<file path="src/design/udp_hfpw_pkg.sv">
// Package for the UDP header filter: constants, config and record types.
`timescale 1ns / 1ps
`default_nettype none
package udp_hfpw_pkg;

  localparam int unsigned EthHdrBytes  = 14;
  localparam int unsigned IhlUnitBytes = 4;
  localparam int unsigned UdpHdrBytes  = 8;
  localparam int unsigned SrcAddrPos   = 26;
  localparam int unsigned DstAddrPos   = 30;
  localparam int unsigned MinIhl       = 5;
  localparam logic [15:0] PosMax       = 16'hFFFF;

  localparam int unsigned EnSrcAddr = 0;
  localparam int unsigned EnDstAddr = 1;
  localparam int unsigned EnSrcPort = 2;
  localparam int unsigned EnDstPort = 3;
  localparam int unsigned EnOffset  = 4;
  localparam int unsigned EnLength  = 5;

  localparam int unsigned CfgIdxW = 3;

  typedef enum logic [CfgIdxW-1:0] {
    CFG_ENABLES  = 3'd0,
    CFG_SRC_ADDR = 3'd1,
    CFG_DST_ADDR = 3'd2,
    CFG_SRC_PORT = 3'd3,
    CFG_DST_PORT = 3'd4,
    CFG_OFFSET   = 3'd5,
    CFG_LENGTH   = 3'd6
  } cfg_idx_e;

  typedef enum logic {
    KIND_HEADER  = 1'b0,
    KIND_PAYLOAD = 1'b1
  } rec_kind_e;

  typedef struct packed {
    logic [5:0]  enables;
    logic [31:0] src_addr;
    logic [31:0] dst_addr;
    logic [15:0] src_port;
    logic [15:0] dport;
    logic [15:0] offset;
    logic [15:0] length;
  } cfg_t;

  typedef struct packed {
    rec_kind_e   kind;
    logic [15:0] size;
    logic [31:0] src_addr;
    logic [31:0] dst_addr;
    logic [15:0] src_port;
    logic [15:0] dport;
    logic [7:0]  data;
    logic        last;
  } rec_t;

  typedef struct packed {
    logic vld;
    rec_t rec;
  } res_t;

endpackage
`default_nettype wire

</file>
<file path="src/design/udp_hfpw_cfg.sv">
// Configuration register file of the UDP header filter.
`timescale 1ns / 1ps
`default_nettype none
module udp_hfpw_cfg (
  input  wire logic                               clk_i,
  input  wire logic                               rst_ni,
  input  wire logic                               cfg_valid_i,
  output logic                                    cfg_ready_o,
  input  wire logic [udp_hfpw_pkg::CfgIdxW-1:0]   cfg_index_i,
  input  wire logic [31:0]                        cfg_data_i,
  output udp_hfpw_pkg::cfg_t                      cfg_o
);

  udp_hfpw_pkg::cfg_t cfg_q, cfg_d;

  assign cfg_ready_o = 1'b1;
  assign cfg_o       = cfg_q;

  always_comb begin
    cfg_d = cfg_q;
    if (cfg_valid_i) begin
      unique case (udp_hfpw_pkg::cfg_idx_e'(cfg_index_i))
        udp_hfpw_pkg::CFG_ENABLES:  cfg_d.enables  = cfg_data_i[5:0];
        udp_hfpw_pkg::CFG_SRC_ADDR: cfg_d.src_addr = cfg_data_i;
        udp_hfpw_pkg::CFG_DST_ADDR: cfg_d.dst_addr = cfg_data_i;
        udp_hfpw_pkg::CFG_SRC_PORT: cfg_d.src_port = cfg_data_i[15:0];
        udp_hfpw_pkg::CFG_DST_PORT: cfg_d.dport    = cfg_data_i[15:0];
        udp_hfpw_pkg::CFG_OFFSET:   cfg_d.offset   = cfg_data_i[15:0];
        udp_hfpw_pkg::CFG_LENGTH:   cfg_d.length   = cfg_data_i[15:0];
        default: ;
      endcase
    end
  end

  always_ff @(posedge clk_i or negedge rst_ni) begin
    if (!rst_ni) begin
      cfg_q <= '0;
    end else begin
      cfg_q <= cfg_d;
    end
  end

endmodule
`default_nettype wire

</file>
<file path="src/design/udp_hfpw_parse.sv">
// Input register, frame parse state, filter match and payload window logic.
`timescale 1ns / 1ps
`default_nettype none
module udp_hfpw_parse (
  input  wire logic                clk_i,
  input  wire logic                rst_ni,
  input  wire udp_hfpw_pkg::cfg_t  cfg_i,
  input  wire logic                in_valid_i,
  output logic                     in_ready_o,
  input  wire logic [7:0]          in_byte_i,
  input  wire logic                in_end_i,
  input  wire logic                out_free_i,
  output udp_hfpw_pkg::res_t       res_o
);

  // input register
  logic        in_vld_q;
  logic [7:0]  byte_q;
  logic        end_q;
  logic        fire;

  // frame state
  logic [15:0] pos_q, pos_d;
  logic [5:0]  ihl_bytes_q, ihl_bytes_d;
  logic [31:0] src_q, src_d, dst_q, dst_d;
  logic [15:0] sport_q, sport_d, dport_q, dport_d, ulen_q, ulen_d;
  logic        rej_q, rej_d;

  logic        act;
  logic [3:0]  ihl;
  logic [6:0]  udp_start;
  logic        past_start;
  logic [15:0] r, k, size, count, wend;
  logic [16:0] wend_full;
  logic        in_udp, in_pay, hit, pass;

  assign fire       = in_vld_q && out_free_i;
  assign in_ready_o = !in_vld_q || fire;

  always_ff @(posedge clk_i or negedge rst_ni) begin
    if (!rst_ni) begin
      in_vld_q <= 1'b0;
    end else if (in_ready_o) begin
      in_vld_q <= in_valid_i;
    end
  end

  always_ff @(posedge clk_i) begin
    if (in_ready_o && in_valid_i) begin
      byte_q <= in_byte_i;
      end_q  <= in_end_i;
    end
  end

  always_comb begin
    act        = pos_q != udp_hfpw_pkg::PosMax;
    ihl        = byte_q[3:0];
    udp_start  = 7'(udp_hfpw_pkg::EthHdrBytes) + {1'b0, ihl_bytes_q};
    past_start = pos_q > 16'(udp_hfpw_pkg::EthHdrBytes) && !rej_q
                 && pos_q >= {9'd0, udp_start};
    r          = pos_q - {9'd0, udp_start};
    in_udp     = past_start && r < 16'(udp_hfpw_pkg::UdpHdrBytes);
    in_pay     = past_start && !in_udp && cfg_i.enables[udp_hfpw_pkg::EnOffset];
    k          = r - 16'(udp_hfpw_pkg::UdpHdrBytes);
    size       = (ulen_q >= 16'(udp_hfpw_pkg::UdpHdrBytes))
                 ? ulen_q - 16'(udp_hfpw_pkg::UdpHdrBytes) : 16'd0;
    count      = cfg_i.enables[udp_hfpw_pkg::EnLength] ? cfg_i.length : size;
    wend_full  = {1'b0, cfg_i.offset} + {1'b0, count};
    wend       = (wend_full > {1'b0, size}) ? size : wend_full[15:0];
    hit        = in_pay && k >= cfg_i.offset && k < wend;
    pass       = !(cfg_i.enables[udp_hfpw_pkg::EnSrcAddr] && src_q != cfg_i.src_addr)
                 && !(cfg_i.enables[udp_hfpw_pkg::EnDstAddr] && dst_q != cfg_i.dst_addr)
                 && !(cfg_i.enables[udp_hfpw_pkg::EnSrcPort] && sport_q != cfg_i.src_port)
                 && !(cfg_i.enables[udp_hfpw_pkg::EnDstPort] && dport_q != cfg_i.dport);

    pos_d       = pos_q;
    ihl_bytes_d = ihl_bytes_q;
    src_d       = src_q;
    dst_d       = dst_q;
    sport_d     = sport_q;
    dport_d     = dport_q;
    ulen_d      = ulen_q;
    rej_d       = rej_q;

    res_o.vld          = 1'b0;
    res_o.rec.kind     = udp_hfpw_pkg::KIND_HEADER;
    res_o.rec.size     = size;
    res_o.rec.src_addr = src_q;
    res_o.rec.dst_addr = dst_q;
    res_o.rec.src_port = sport_q;
    res_o.rec.dport    = dport_q;
    res_o.rec.data     = 8'd0;
    res_o.rec.last     = 1'b0;

    if (fire && act) begin
      if (pos_q == 16'(udp_hfpw_pkg::EthHdrBytes)) begin
        ihl_bytes_d = 6'({2'b00, ihl} * 6'(udp_hfpw_pkg::IhlUnitBytes));
        if (ihl < 4'(udp_hfpw_pkg::MinIhl)) begin
          rej_d = 1'b1;
        end
      end else if (pos_q >= 16'(udp_hfpw_pkg::SrcAddrPos)
                   && pos_q < 16'(udp_hfpw_pkg::DstAddrPos)) begin
        src_d = {src_q[23:0], byte_q};
      end else if (pos_q >= 16'(udp_hfpw_pkg::DstAddrPos)
                   && pos_q < 16'(udp_hfpw_pkg::DstAddrPos + 4)) begin
        dst_d = {dst_q[23:0], byte_q};
      end

      if (in_udp) begin
        if (r < 16'd2) begin
          sport_d = {sport_q[7:0], byte_q};
        end else if (r < 16'd4) begin
          dport_d = {dport_q[7:0], byte_q};
        end else if (r < 16'd6) begin
          ulen_d = {ulen_q[7:0], byte_q};
        end
        if (r == 16'(udp_hfpw_pkg::UdpHdrBytes - 1)) begin
          if (pass) begin
            res_o.vld = 1'b1;
          end else begin
            rej_d = 1'b1;
          end
        end
      end else if (hit) begin
        res_o.vld      = 1'b1;
        res_o.rec.kind = udp_hfpw_pkg::KIND_PAYLOAD;
        res_o.rec.data = byte_q;
        res_o.rec.last = ({1'b0, k} + 17'd1 == {1'b0, wend}) || end_q;
      end
      pos_d = pos_q + 16'd1;
    end

    if (fire && end_q) begin
      pos_d = 16'd0;
      rej_d = 1'b0;
    end
  end

  always_ff @(posedge clk_i or negedge rst_ni) begin
    if (!rst_ni) begin
      pos_q       <= '0;
      ihl_bytes_q <= '0;
      src_q       <= '0;
      dst_q       <= '0;
      sport_q     <= '0;
      dport_q     <= '0;
      ulen_q      <= '0;
      rej_q       <= 1'b0;
    end else begin
      pos_q       <= pos_d;
      ihl_bytes_q <= ihl_bytes_d;
      src_q       <= src_d;
      dst_q       <= dst_d;
      sport_q     <= sport_d;
      dport_q     <= dport_d;
      ulen_q      <= ulen_d;
      rej_q       <= rej_d;
    end
  end

endmodule
`default_nettype wire

</file>
<file path="src/design/udp_hfpw_out.sv">
// Output register driving the record stream.
`timescale 1ns / 1ps
`default_nettype none
module udp_hfpw_out (
  input  wire logic                clk_i,
  input  wire logic                rst_ni,
  input  wire udp_hfpw_pkg::res_t  res_i,
  output logic                     free_o,
  output logic                     m_axis_tvalid,
  input  wire logic                m_axis_tready,
  output logic [119:0]             m_axis_tdata,
  output logic                     m_axis_tuser,
  output logic                     m_axis_tlast
);

  logic                vld_q;
  udp_hfpw_pkg::rec_t  rec_q;

  assign free_o = !vld_q || m_axis_tready;

  always_ff @(posedge clk_i or negedge rst_ni) begin
    if (!rst_ni) begin
      vld_q <= 1'b0;
    end else if (free_o) begin
      vld_q <= res_i.vld;
    end
  end

  always_ff @(posedge clk_i) begin
    if (free_o && res_i.vld) begin
      rec_q <= res_i.rec;
    end
  end

  assign m_axis_tvalid = vld_q;
  assign m_axis_tuser  = rec_q.kind;
  assign m_axis_tlast  = rec_q.last;
  assign m_axis_tdata  = {rec_q.data, rec_q.dport, rec_q.src_port,
                          rec_q.dst_addr, rec_q.src_addr, rec_q.size};

endmodule
`default_nettype wire

</file>
<file path="src/design/udp_header_filter_payload_window.sv">
// Top level of the UDP header filter with payload window.
`timescale 1ns / 1ps
`default_nettype none
// Takes an Ethernet frame one byte per transfer (tlast on the final byte) and
// sustains one byte per cycle while the record side does not stall. Each byte
// passes an input register, the combinational parse/match/window logic and
// an output register, which holds its record until the record side takes it.
// Per frame the block gives one header record (tuser 0) once the UDP header
// is complete and passes the enabled matches, then, with the offset enabled,
// one payload record (tuser 1) per byte in the window, tlast on the final one.
// Backpressure on the record side stalls the byte side through the output
// register. Config writes are taken every cycle and must only be made while
// the block is idle.
module udp_header_filter_payload_window (
  input  wire logic                              clk_i,
  input  wire logic                              rst_ni,
  input  wire logic                              cfg_valid_i,
  output logic                                   cfg_ready_o,
  input  wire logic [udp_hfpw_pkg::CfgIdxW-1:0]  cfg_index_i,
  input  wire logic [31:0]                       cfg_data_i,
  input  wire logic                              s_axis_tvalid,
  output logic                                   s_axis_tready,
  input  wire logic [7:0]                        s_axis_tdata,  // frame_byte
  input  wire logic                              s_axis_tlast,
  output logic                                   m_axis_tvalid,
  input  wire logic                              m_axis_tready,
  // udp_payload_size, source_address, dest_address, source_port,
  // dest_port, data_byte
  output logic [119:0]                           m_axis_tdata,
  output logic                                   m_axis_tuser,  // record_kind
  output logic                                   m_axis_tlast
);

  udp_hfpw_pkg::cfg_t cfg;
  udp_hfpw_pkg::res_t res;
  logic               out_free;

  udp_hfpw_cfg u_cfg (
    .clk_i       (clk_i),
    .rst_ni      (rst_ni),
    .cfg_valid_i (cfg_valid_i),
    .cfg_ready_o (cfg_ready_o),
    .cfg_index_i (cfg_index_i),
    .cfg_data_i  (cfg_data_i),
    .cfg_o       (cfg)
  );

  udp_hfpw_parse u_parse (
    .clk_i      (clk_i),
    .rst_ni     (rst_ni),
    .cfg_i      (cfg),
    .in_valid_i (s_axis_tvalid),
    .in_ready_o (s_axis_tready),
    .in_byte_i  (s_axis_tdata),
    .in_end_i   (s_axis_tlast),
    .out_free_i (out_free),
    .res_o      (res)
  );

  udp_hfpw_out u_out (
    .clk_i         (clk_i),
    .rst_ni        (rst_ni),
    .res_i         (res),
    .free_o        (out_free),
    .m_axis_tvalid (m_axis_tvalid),
    .m_axis_tready (m_axis_tready),
    .m_axis_tdata  (m_axis_tdata),
    .m_axis_tuser  (m_axis_tuser),
    .m_axis_tlast  (m_axis_tlast)
  );

`ifndef SYNTHESIS
  a_hdr_no_last: assert property (@(posedge clk_i) disable iff (!rst_ni)
    (m_axis_tvalid && m_axis_tuser == udp_hfpw_pkg::KIND_HEADER) |-> !m_axis_tlast)
    else $error("header record carries tlast");

  a_hdr_no_data: assert property (@(posedge clk_i) disable iff (!rst_ni)
    (m_axis_tvalid && m_axis_tuser == udp_hfpw_pkg::KIND_HEADER)
      |-> m_axis_tdata[119:112] == 8'd0)
    else $error("header record carries a data byte");

  a_res_loaded: assert property (@(posedge clk_i) disable iff (!rst_ni)
    (res.vld && out_free) |=> m_axis_tvalid)
    else $error("record lost at output register");

  a_res_only_free: assert property (@(posedge clk_i) disable iff (!rst_ni)
    res.vld |-> out_free)
    else $error("record produced while output register full");
`endif

endmodule
`default_nettype wire
</file>
<file path="config.mk">
export PLATFORM = sky130hd
export DESIGN_NAME = udp_header_filter_payload_window
export DESIGN_NICKNAME = d
export VERILOG_FILES = /design/src/design/udp_hfpw_pkg.sv /design/src/design/udp_hfpw_cfg.sv /design/src/design/udp_hfpw_parse.sv /design/src/design/udp_hfpw_out.sv /design/src/design/udp_header_filter_payload_window.sv
export SDC_FILE = /design/constraint.sdc
export NUM_CORES = 1
export LEC_CHECK = 0
export ABC_CLOCK_PERIOD_IN_PS = 12750
export BUFFER_PORTS_ARGS = -buffer_cell sky130_fd_sc_hd__buf_4
export CORE_ASPECT_RATIO = 0.7
export CORE_MARGIN = 2
export CORE_UTILIZATION = 45
export CTS_BUF_LIST = sky130_fd_sc_hd__clkbuf_2
export CTS_CLUSTER_SIZE = 16
export DETAILED_ROUTE_END_ITERATION = 7
export GPL_TIMING_DRIVEN = 0
export SYNTH_ARGS = -nofsm -noshare
export SYNTH_HDL_FRONTEND = slang
export SYNTH_SLANG_ARGS = --single-unit
</file>
<file path="constraint.sdc">
create_clock -name clk_i -period 12.75 [get_ports clk_i]
set_input_delay 2.55 -clock clk_i [delete_from_list [all_inputs] [get_ports clk_i]]
set_output_delay 2.55 -clock clk_i [all_outputs]
set_load 0.05 [all_outputs]
</file>
; After elaboration in Yosys (flattened, before gate mapping)
; Cells that the tools add are included.
[word_totals]
wordCells = 136
reg_bits = 400
[op_classes]
mux = 18
magnitude_cmp = 15
add_sub_neg = 7
reduce_logical = 49
bitwise = 6
n_eq_ne = 14
[ops]
columns = cell, count
row1 = 2-to-1 mux 16 bit, 5
row2 = != test 32 bit, 2
row3 = greater-or-equal comparator 16 x 5 -> 1 bit (second input constant), 2
row4 = less-than comparator 16 x 3 -> 1 bit (second input constant), 2
row5 = != test 16 bit, 2
row6 = subtractor 16 x 4 -> 16 bit (second input constant), 2
row7 = logical AND 1 bit, 21
row8 = adder 16 x 1 -> 17 bit (second input constant), 1
row9 = adder 16 x 16 -> 17 bit, 1
row10 = equality test 17 x 16 -> 1 bit, 1
row11 = > comparator 17 x 16 -> 1 bit, 1
row12 = adder 16 x 1 -> 16 bit (second input constant), 1
row13 = equality test 16 x 3 -> 1 bit (second input constant), 1
row14 = equality test 16 x 4 -> 1 bit (second input constant), 1
row15 = greater-or-equal comparator 16 bit, 1
row16 = greater-or-equal comparator 16 x 4 -> 1 bit (second input constant), 1
row17 = greater-or-equal comparator 16 x 7 -> 1 bit, 1
row18 = > comparator 16 x 4 -> 1 bit (second input constant), 1
row19 = less-than comparator 16 bit, 1
row20 = less-than comparator 16 x 2 -> 1 bit (second input constant), 1
row21 = less-than comparator 16 x 4 -> 1 bit (second input constant), 1
row22 = less-than comparator 16 x 5 -> 1 bit (second input constant), 1
row23 = less-than comparator 16 x 6 -> 1 bit (second input constant), 1
row24 = != test 16 bit (second input constant), 1
row25 = other kinds (19), 56

; Depth between registers and ports, before layout
; Gate-level depths: netlist of run 1.
[depth]
depth_word = 13
depth_mapped = 37
mapped_depth_nobuf = 35

; Modules after synthesis
; A second synthesis of run 1 with hierarchy kept.
[hier_totals]
cells_unflattened = 1514
hier_area_um2 = 20114.3
[by_module_without_submodules]
columns = module, area_each_um2, instances, cells_per_inst, seq_area_each_um2
row1 = udp_hfpw_parse, 10904.2, 1, 1094, 3623.5
row2 = udp_hfpw_cfg, 5492.8, 1, 294, 3353.2
row3 = udp_hfpw_out, 3717.3, 1, 126, 3688.5

; Least setup slack after synthesis of run 1
; OpenSTA, ideal clock, no wires.
[synth_timing]
path_kind = input -> register
start = in m_axis_tready
end = reg u_out.rec_q (netlist bit u_out.m_axis_tdata[0]), enable pin
path_slack_ns = 2.866
cell_stages = 6
t_required_ns = 12.121
path_buffers = 0
arrival_ns = 9.255
path_cell_list = nand2b_1 > nand2_1 > a41oi_1 > and2_1 > nand2_4 > o21bai_1
[synth_between]
elab_chain_cells = 5
[synth_lines]
columns = item, line_no
row1 = "start, declared", udp_header_filter_payload_window.sv:26  ; input wire logic m_axis_tready,
row2 = logical OR 1 bit *, udp_hfpw_out.sv:19  ; assign free_o = !vld_q || m_axis_tready;
row3 = logical AND 1 bit, udp_hfpw_parse.sv:37  ; assign fire = in_vld_q && out_free_i;
row4 = logical AND 1 bit, udp_hfpw_parse.sv:95  ; if (fire && act) begin
row5 = 2-to-1 mux 2 bit, udp_hfpw_parse.sv:95
row6 = logical AND 1 bit *, udp_hfpw_out.sv:30  ; if (free_o && res_i.vld) begin
row7 = "end signal, assigned", udp_hfpw_out.sv:31  ; rec_q <= res_i.rec;
row8 = "end, declared", udp_hfpw_out.sv:17  ; udp_hfpw_pkg::rec_t rec_q;
; Every way passes the cells marked *; elsewhere a longest branch is shown, timed or not.
; A chain may end at the register's enable or synchronous reset.

==> out/metrics.cfg, run 1 <==
[setup_path]
worstPathRequired_ns = 13.54
slowest_stage = a2111oi_0
critPathKind = reg -> reg
crit_path_start_kind = flop
path_max_fanout = 10
crit_buf_inv = 3
endpoint_kind = flop
cp.arrival_ns = 9.26
worstSetupStartpoint = u_parse.ulen_q[10]
cpPeakStageDelay_ns = 0.52
r2r_slack_ns = 4.28
worst_path_dominant_cell_family = simple AND/OR/NAND/NOR gates
reg2reg_from = u_parse.ulen_q[10]

[synthesis]
synth_seq_cells = 400
synthCells = 1477
ys.flop_type = dfrtp_1
synth.distinct_cells = 81
synth_area_mm2 = 0.0195
synth_edf_count = 131
yosys.cell_count.top_type = dfrtp_1
avgSynthCellArea_um2 = 13.2
async_reset_ff_share_pct = 67.3
yosysSeqAreaShare_pct = 54.8
yosysWarnings = 0
synth_top_cell_area_share_pct = 34.6
syn_nets = 1605
yosysTopAreaCell = dfrtp_1
synthTopCellsByArea = dfrtp_1 (35%), edfxtp_1 (20%), mux2_2 (14%)
synth_commonest_cells = dfrtp_1 (269), mux2_2 (246), edfxtp_1 (131), xor2_1 (99), ha_1 (77)

[sta]
fin_worst_skew_ns = 0.0676
final-hold-violation-count = 0
slew_headroom_pct = 12.8
rsz0062_at_grt = false
final.min_clock_period_ns = 8.47
min_period_over_period_pct = 66.4
slew_viol_final = 0
setup_viol = 0
tightestPinTransition_ns = 1.31
fmax_mhz = 118

[job]
max_cap_violations = 0

[die]
ioPinCount = 174
die_x_um = 253
die_y_um = 178
start_util_pct = 45.8
coreArea_mm2 = 0.0425
row_count = 63
die_area_mm2 = 0.0450

[global_route]
grt-ovfl-total = 0
grt_pass1_vias = 12900
antenna_found_initial = 11
grt_max_degree = 125
grt_usage_pct = 23.2
grt_pass1_wl_um = 77800

[clock_tree]
post_cts_buffers = 0
cts_root_buf = clkbuf_2
cts_tree = done
cts_buffers = 96
cts_buffer_depth = 3
ctsHoldBuffers = 0
clk-insertion-delay-late_ns = 0.99
post_cts_resized = 0
cts.htree.levels = 3
cts.sinks = 400
cts.reportedPaths.clkPinSlew_ns = 0.11

[layout]
final_net_count = 1879
final_cells = 2387
layout-drive-gt1-share_pct = 33.5
syn_to_final_growth_pct = 15.7

[routing]
drt_iter0_drc = 825
first_pass_iters = 5
drc = 0
ant_nets = 0
via_per_inst = 5.42
postRouteWirelength_um = 51300
via_count = 12900
wire_per_inst_um = 21.5

[placed_design]
hpwl_um = 38400
gp_congestion = 0.887
portBuffers = 170
placedCellCount = 2205

[pwr]
p_leak_uw = 0.0103
peakVddDrop_mv = 0.0563
total_power_uw = 3270
pwr_density_cell_mw_per_mm2 = 145

[outcome]
status = finished clean

[min_path]
hold_path_class = reg -> reg
min_from = u_parse.src_q[30]

worst reg2reg max path: cells and delay by family, from the launching register on:
family                     cells  cell delay (ns)
and+or+nand+nor               13             2.62
DFF                            1             0.45
xor gates and xnor gates       1             0.16
adders and majority gates      4             1.02
muxes                          2             0.63
buffers and inverters          3             0.98
AOI/OAI and AO/OA             10             2.42
layout by cell type (no fill, tap or decap), types with 6 or more instances in the layout:
master | synthesis | layout
mux2_4 | 6 | 6
nor3_1 | 21 | 21
nor2_1 | 42 | 42
nand2_1 | 62 | 62
a21oi_1 | 34 | 34
a21o_1 | 24 | 24
nand4_1 | 27 | 27
xor2_1 | 99 | 99
nand3_1 | 22 | 22
mux2_2 | 246 | 246
nor2b_1 | 10 | 10
nor4_1 | 25 | 25
clkbuf_2 | 0 | 148
dfrtp_1 | 269 | 269
o21ai_0 | 41 | 41
a211o_1 | 7 | 7
and4_1 | 8 | 8
o21a_1 | 8 | 8
inv_1 | 49 | 49
clkinv_1 | 0 | 21
and2_1 | 17 | 17
or3_1 | 6 | 6
clkbuf_1 | 32 | 32
ha_1 | 77 | 77
mux2i_1 | 21 | 21
xnor2_1 | 71 | 71
buf_4 | 3 | 172
and3_1 | 9 | 9
nand2b_1 | 11 | 11
edfxtp_1 | 131 | 131
area by class of cell:
class                      count  area [µm²]
clock buffer                 148         741
timing repair buffer         176        1420
buffer                        44         201
sequential                   400       10700
inverter                      49         184
fill                        3708       20000
multi-input combinational    984        8420
clock inverter                30         183
tap                          552         691
antenna                        4        10.0
metrics by stage:
step / setup TNS (ns) / utilization [%] / hold WS, ns / setup WS, ns / instance area (µm²)
after floorplan: 0 / - / 0.462 / 2.87 / 19500
after global placement: -87.10 / 50.4 / 0.477 / -0.725 / 21400
after detailed placement: 0 / 50.8 / 0.476 / 4.36 / 21600
after CTS: 0 / 53.0 / 0.448 / 4.27 / 22500
after global routing: 0 / 53.0 / 0.492 / 3.52 / 22500
final: 0 / 53.0 / 0.479 / 4.28 / 22500
path summary, 6_finish.rpt:
check                                          to  cells past startpoint
setup / recovery               u_out.m_axis_tlast                     33
hold / removal             u_out.m_axis_tdata[46]                      0
setup reg to reg               u_out.m_axis_tlast                     33
hold reg to reg            u_out.m_axis_tdata[46]                      0
max in group asynchronous  u_parse.ihl_bytes_q[4]                      3
min in group asynchronous       u_parse.ulen_q[2]                      1
registers in the layout (all words and copies together) (netlist names):
register	count
u_cfg.cfg_o	134
u_out.m_axis_tdata	120
u_out.m_axis_tlast	1
u_out.m_axis_tuser	1
u_out.m_axis_tvalid	1
u_parse.byte_q	8
u_parse.dport_q	16
u_parse.dst_q	32
u_parse.end_q	1
u_parse.ihl_bytes_q	4
u_parse.in_vld_q	1
u_parse.pos_q	16
u_parse.rej_q	1
u_parse.sport_q	16
u_parse.src_q	32
u_parse.ulen_q	16
report_power, final:
group	leakage, µW	internal (µW)	switching (µW)
combinational	0.00486	419	479
clock	0.000701	352	519
sequential	0.00470	1420	87.6
layer usage:
| metal | up-vias | GRT usage (%) | share of wire [%] |
|---|---|---|---|
| met2 | 381 | 32.2 | 41 |
| met3 | 69 | 4.95 | 6.5 |
| met4 | 0 | 6.68 | 1.8 |
| met1 | 6457 | 36.0 | 50 |
| met5 | - | 0 | 0 |
| li1 | 6021 | - | - |
cell families (layout without fill, tap and decap cells):
kind of cell | after synthesis | in the layout | share of synthesized area (%)
xor gates and xnor gates | 173 | 173 | 8.01
other | 1 | 5 | 0.0193
buffers and inverters | 93 | 447 | 1.98
AOI/OAI and AO/OA | 163 | 163 | 5.77
DFF | 400 | 400 | 54.8
and+or+nand+nor | 295 | 295 | 8.49
adders and majority gates | 79 | 79 | 5.16
muxes | 273 | 273 | 15.8
Power figures use the tool's default switching activity.
==> run 2, diff against run 1 <==
- ABC_CLOCK_PERIOD_IN_PS: 12750 -> 7610
- PLACE_DENSITY: not set -> 0.66
- clock period: 12.75 -> 7.61 ns (I/O delays scaled with it)
==> out/metrics.cfg, run 2 (synthesis gave the netlist of run 1 again) <==
[outcome]
status = finished clean

[layout]
final_cells = 2390  ; +0.13%
stdcell_area_mm2 = 0.0228  ; +1.3%
most-common-layout-cells = dfrtp_1 (268), mux2_2 (246), buf_4 (183)
largest_reg_flops = 134  ; unchanged
fillers = 3630  ; -2.1%
fin_util_pct = 53.7  ; +0.70 points
final_common_cell = dfrtp_1
final_net_count = 1891  ; +0.64%
layout-drive-gt1-share_pct = 35.5  ; +2.0 points
syn_to_final_growth_pct = 17.2

[setup_path]
endpoint_kind = flop
critPathKind = reg -> reg
cpPeakStageDelay_ns = 0.45  ; -0.07 ns
worstPathRequired_ns = 8.46  ; -5.08 ns
slowest_stage = dfrtp_2
crit_buf_inv = 2  ; -1
worst_path_dominant_cell_family = compound AO/OA/AOI/OAI gates
path_max_fanout = 10  ; unchanged
cp.arrival_ns = 8.06  ; -1.20 ns
crit_path_start_kind = flop

[placed_design]
place_worst_setup_slack_ns = -0.622  ; -4.98 ns
hpwl_um = 38200  ; -0.37%
place_area_mm2 = 0.0216  ; about the same
gp_congestion = 0.891  ; +0.54%
placedCellCount = 2205  ; unchanged
portBuffers = 170  ; unchanged

[routing]
postRouteWirelength_um = 51700  ; +0.75%
drt_iter0_drc = 940  ; +14%
wire_per_inst_um = 21.6  ; +0.62%
via_count = 13100  ; +1.2%
ant_nets = 0  ; unchanged
drc = 0  ; unchanged
via_per_inst = 5.47  ; +1.0%
first_pass_iters = 5  ; unchanged

[clock_tree]
cts_tree = done
clk-insertion-delay-late_ns = 1.02  ; +0.03 ns
ctsHoldBuffers = 0  ; unchanged
cts_buffer_depth = 3  ; unchanged
cts.htree.levels = 3  ; unchanged
cts.reportedPaths.clkPinSlew_ns = 0.11  ; about the same
cts_buffers = 95  ; -1.0%
cts_root_buf = clkbuf_2
cts.sinks = 400  ; unchanged

[global_route]
grt_pass1_vias = 12900  ; +0.12%
antenna_found_initial = 8  ; -3
grt_pass1_wl_um = 77300  ; -0.64%
grt_max_degree = 122  ; -2.4%
grt_usage_pct = 23.0  ; -0.14 points
grt-ovfl-total = 0  ; unchanged

[sta]
timing.final.ws_setup_ns = 0.396  ; -3.88 ns
tightestPinTransition_ns = 1.33  ; +0.0213 ns
fin_worst_skew_ns = 0.0762  ; +0.00851 ns
final.min_clock_period_ns = 7.21  ; -1.26 ns
slew_headroom_pct = 11.4  ; -1.4 points
final-hold-violation-count = 0  ; unchanged
fmax_mhz = 139  ; +17%
setup_viol = 0  ; unchanged
slew_viol_final = 0  ; unchanged
min_period_over_period_pct = 94.8  ; +28 points

[die]
coreArea_mm2 = 0.0425  ; unchanged
die_y_um = 178  ; unchanged
die_x_um = 253  ; unchanged
start_util_pct = 45.8  ; unchanged
die_area_mm2 = 0.0450  ; unchanged
ioPinCount = 174  ; unchanged
row_count = 63  ; unchanged

[pwr]
total_power_uw = 5570  ; +70%
peakVddDrop_mv = 0.108  ; +92%
p_leak_uw = 0.0103  ; +0.72%
pwr_density_cell_mw_per_mm2 = 244  ; +68%

[min_path]
hold_path_class = in -> async

[job]
max_cap_violations = 0  ; unchanged

==> run 2: cell count changes in the layout (fill, tap and decap cells not counted), sizes merged <==
cell | previous run | this run
buf | 188 | 201
clkbuf | 180 | 178
clkinv | 24 | 20
clkinvlp | 1 | 2
diode | 4 | 1
inv | 52 | 50
==> run 2: worst paths after layout <==
kind,to,slack [ns],cells after the start,start
setup / recovery,u_out.m_axis_tlast,0.40,31,u_parse.ulen_q[10]
hold reg to reg,u_out.m_axis_tdata[46],0.49,0,u_parse.src_q[30]
min in group clk_i,u_out.m_axis_tdata[46],0.49,0,u_parse.src_q[30]
setup reg to reg,u_out.m_axis_tlast,0.40,31,u_parse.ulen_q[10]
max in group asynchronous,u_cfg.cfg_o[101],5.72,3,rst_ni
hold / removal,u_parse.ulen_q[12],0.44,1,rst_ni
==> run 2: what timing repair did <==
| item | CTS | global route |
|---|---|---|
| gates resized for setup | 11 | 33 |
| setup endpoints to repair | 133 | 133 |
| gates cloned | 0 | 1 |
| endpoints found under the hold margin | 0 | 0 |
| pin swaps | 0 | 11 |
| setup buffers | 3 | 10 |
==> run 2: layout make-up <==
cell class	count	area [µm²]	share of cell area (%)
antenna	1	2.50	0.0110
buffer	43	204	0.894
clock buffer	146	731	3.20
clock inverter	25	161	0.707
inverter	49	184	0.806
multi-input combinational	984	8600	37.7
sequential	400	10700	46.7
tap	552	691	3.03
timing repair buffer	190	1570	6.89
==> run 2: worst reg2reg max path, delay by kind of cell, from the launching register on <==
kind,cells,cell delay (ns)
fa+ha+maj,3,0.98
flops,1,0.45
mux,1,0.35
simple gates,9,1.69
buf+inv,2,0.27
xor+xnor,1,0.18
compound gates,15,3.16
==> run 2: routing by layer <==
layer  GRT usage, %  wire [µm]
met1           35.7      25900
met2           32.7      21800
met3           4.67       3100
met4           5.87        809
met5              0         35
==> run 2: power by group <==
part           switching (µW)  internal [µW]
registers                 149           2380
clock network             863            576
logic                     840            763
total                    1850           3720
==> run 2: metrics by stage <==
step / hold slack (ns) / TNS (ns)
after detailed placement: 0.482 / -70.40
after global placement: 0.478 / -174.88
after global routing: 0.348 / -0.0450
final: 0.435 / 0
after CTS: 0.343 / 0
after floorplan: 0.462 / 0
==> run 3, diff against run 2 <==
- CELL_PAD_IN_SITES_DETAIL_PLACEMENT: not set -> 0
- CELL_PAD_IN_SITES_GLOBAL_PLACEMENT: not set -> 1
- CORE_ASPECT_RATIO: 0.7 -> 1.5
- GPL_TIMING_DRIVEN: 0 -> not set
- PLACE_DENSITY: 0.66 -> not set
- PLACE_DENSITY_LB_ADDON: not set -> 0.1
==> out/metrics.cfg, run 3 (synthesis gave the netlist of run 1 again) <==
[clock_tree]
cts_root_buf = clkbuf_2
cts_tree = done
cts.reportedPaths.clkPinSlew_ns = 0.12  ; about the same
cts.htree.levels = 3  ; unchanged
cts_buffers = 94  ; -1.1%
clk-insertion-delay-late_ns = 1.06  ; +0.04 ns
cts.sinks = 400  ; unchanged
cts_buffer_depth = 3  ; unchanged

[routing]
drt_iter0_drc = 592  ; -37%
ant_nets = 0  ; unchanged
via_count = 12900  ; -1.5%
first_pass_iters = 5  ; unchanged
postRouteWirelength_um = 55200  ; +6.9%
drc = 0  ; unchanged
via_per_inst = 5.36  ; -2.0%
wire_per_inst_um = 23.0  ; +6.4%

[global_route]
grt_pass1_vias = 13300  ; +3.5%
grt_util_met1_pct = 27.4  ; -8.3 points
grt.busiest_layer = met2
use_met2_pct = 45.7  ; +13 points
grt_max_degree = 116  ; -4.9%
grt_pass1_wl_um = 81600  ; +5.6%
grt_usage_pct = 24.3  ; +1.2 points
grt-ovfl-total = 0  ; unchanged
use_met3_pct = 4.09  ; -0.58 points
antenna_found_initial = 3  ; -5

[setup_path]
critPathKind = reg -> reg
worst_path_dominant_cell_family = compound AO/OA/AOI/OAI gates
crit_path_start_kind = flop
crit_buf_inv = 6  ; +4
r2r_slack_ns = 0.41  ; +0.02 ns
endpoint_kind = flop
critPathMostFrequentCell = ha_1
path_max_fanout = 13  ; +3
worstPathRequired_ns = 8.28  ; -0.18 ns
cp.arrival_ns = 7.86  ; -0.20 ns
cpPeakStageDelay_ns = 0.45  ; about the same
slowest_stage = or3_1

[layout]
syn_to_final_growth_pct = 17.0
layout-drive-gt1-share_pct = 36.4  ; +0.87 points
multi_input_area_mm2 = 0.00856  ; -0.54%
largest_reg_flops = 134  ; unchanged
seqCellArea_mm2 = 0.0107  ; about the same
final_common_cell = dfrtp_1
final_cells = 2400  ; +0.42%
most-common-layout-cells = dfrtp_1 (269), mux2_2 (246), buf_4 (210)
stdcell_area_mm2 = 0.0228  ; -0.20%
fillers = 3908  ; +7.7%
final_net_count = 1878  ; -0.69%

[pwr]
pwr_density_cell_mw_per_mm2 = 245  ; +0.22%
p_leak_uw = 0.0104  ; +0.35%
peakVddDrop_mv = 0.129  ; +20%

[sta]
min_period_over_period_pct = 94.5  ; -0.25 points
slew_headroom_pct = 23.8  ; +12 points
fin_worst_skew_ns = 0.110  ; +0.0340 ns
slew_viol_final = 0  ; unchanged
setup_viol = 0  ; unchanged
final.min_clock_period_ns = 7.20  ; -0.0188 ns
fmax_mhz = 139  ; +0.26%
final-hold-violation-count = 0  ; unchanged
tightestPinTransition_ns = 1.14  ; -0.188 ns

[die]
start_util_pct = 45.5  ; -0.36 points
die_y_um = 259  ; +45%
coreArea_mm2 = 0.0428  ; +0.79%
row_count = 93  ; +48%
die_x_um = 174  ; -31%
ioPinCount = 174  ; unchanged
die_area_mm2 = 0.0450  ; about the same

[job]
max_cap_violations = 0  ; unchanged

[placed_design]
place_area_mm2 = 0.0217  ; +0.24%
portBuffers = 172  ; +1.2%
hpwl_um = 39500  ; +3.3%
gp_congestion = 0.858  ; -3.8%
placedCellCount = 2214  ; +0.41%

[min_path]
hold_path_class = reg -> reg

[outcome]
status = finished clean

## run 3: cell count changes in the layout (fill, tap and decap cells not counted), sizes merged
cell	previous run	this run
a211o	7	8
inv	50	54
clkinvlp	2	1
bufinv	2	0
clkbuf	178	140
buf	201	218
clkinv	20	31
## run 3: worst reg2reg max path: cells and delay by family (launching register included)
kind | cells | cell delay, ns
simple gates | 7 | 1.36
buf+inv | 6 | 0.86
compound gates | 11 | 2.68
flops | 1 | 0.44
fa+ha+maj | 4 | 0.97
xor+xnor | 1 | 0.16
mux | 2 | 0.38
## run 3: worst paths after layout
check / from / endpoint / cells after the start
setup / recovery: u_parse.ulen_q[10] / u_out.m_axis_tdata[41] / 31
hold / removal: u_parse.dst_q[4] / u_out.m_axis_tdata[52] / 0
setup reg to reg: u_parse.ulen_q[10] / u_out.m_axis_tdata[41] / 31
hold reg to reg: u_parse.dst_q[4] / u_out.m_axis_tdata[52] / 0
max in group asynchronous: rst_ni / u_cfg.cfg_o[25] / 2
min in group asynchronous: rst_ni / u_parse.src_q[30] / 1
## run 3: area by class of cell
cell class,count,area share (%)
repair buffers,220,7.79
flip-flops and latches,400,46.8
well taps,570,3.13
clock buffers,138,3.03
diodes,1,0.0110
inverters,49,0.808
clock inverters,37,0.808
multi-input cells,985,37.6
## run 3: report_power, final
group          switching, µW  leakage, µW  internal, µW
clock                    918     0.000663           506
sequential               169      0.00470          2380
combinational            831      0.00501           770
## run 3: layer usage
metal | wire length [µm] | part of all wire, %
met1 | 21400 | 39
met5 | 25 | 0.045
met3 | 1970 | 3.6
met4 | 1650 | 3.0
met2 | 30200 | 55
## run 3: timing repair
action,in CTS,in global routing
hold buffers,0,0
buffers inserted,0,7
gates resized for setup,1,22
pin swaps,0,6
gates cloned,0,3
setup endpoints to repair,64,132
endpoints found under the hold margin,0,0
## run 3: stage by stage
stage	hold slack (ns)	setup slack [ns]	total power, µW	util, %	setup TNS (ns)
floorplan	0.462	0.309	3650	-	0
global placement	0.472	0.107	4120	50.6	0
detailed placement	0.480	-0.0252	4130	50.6	-0.615
CTS	0.401	0.00622	5580	52.6	0
global route	0.455	-0.0340	5930	53.2	-0.0340
finish	0.454	0.415	5570	53.2	0
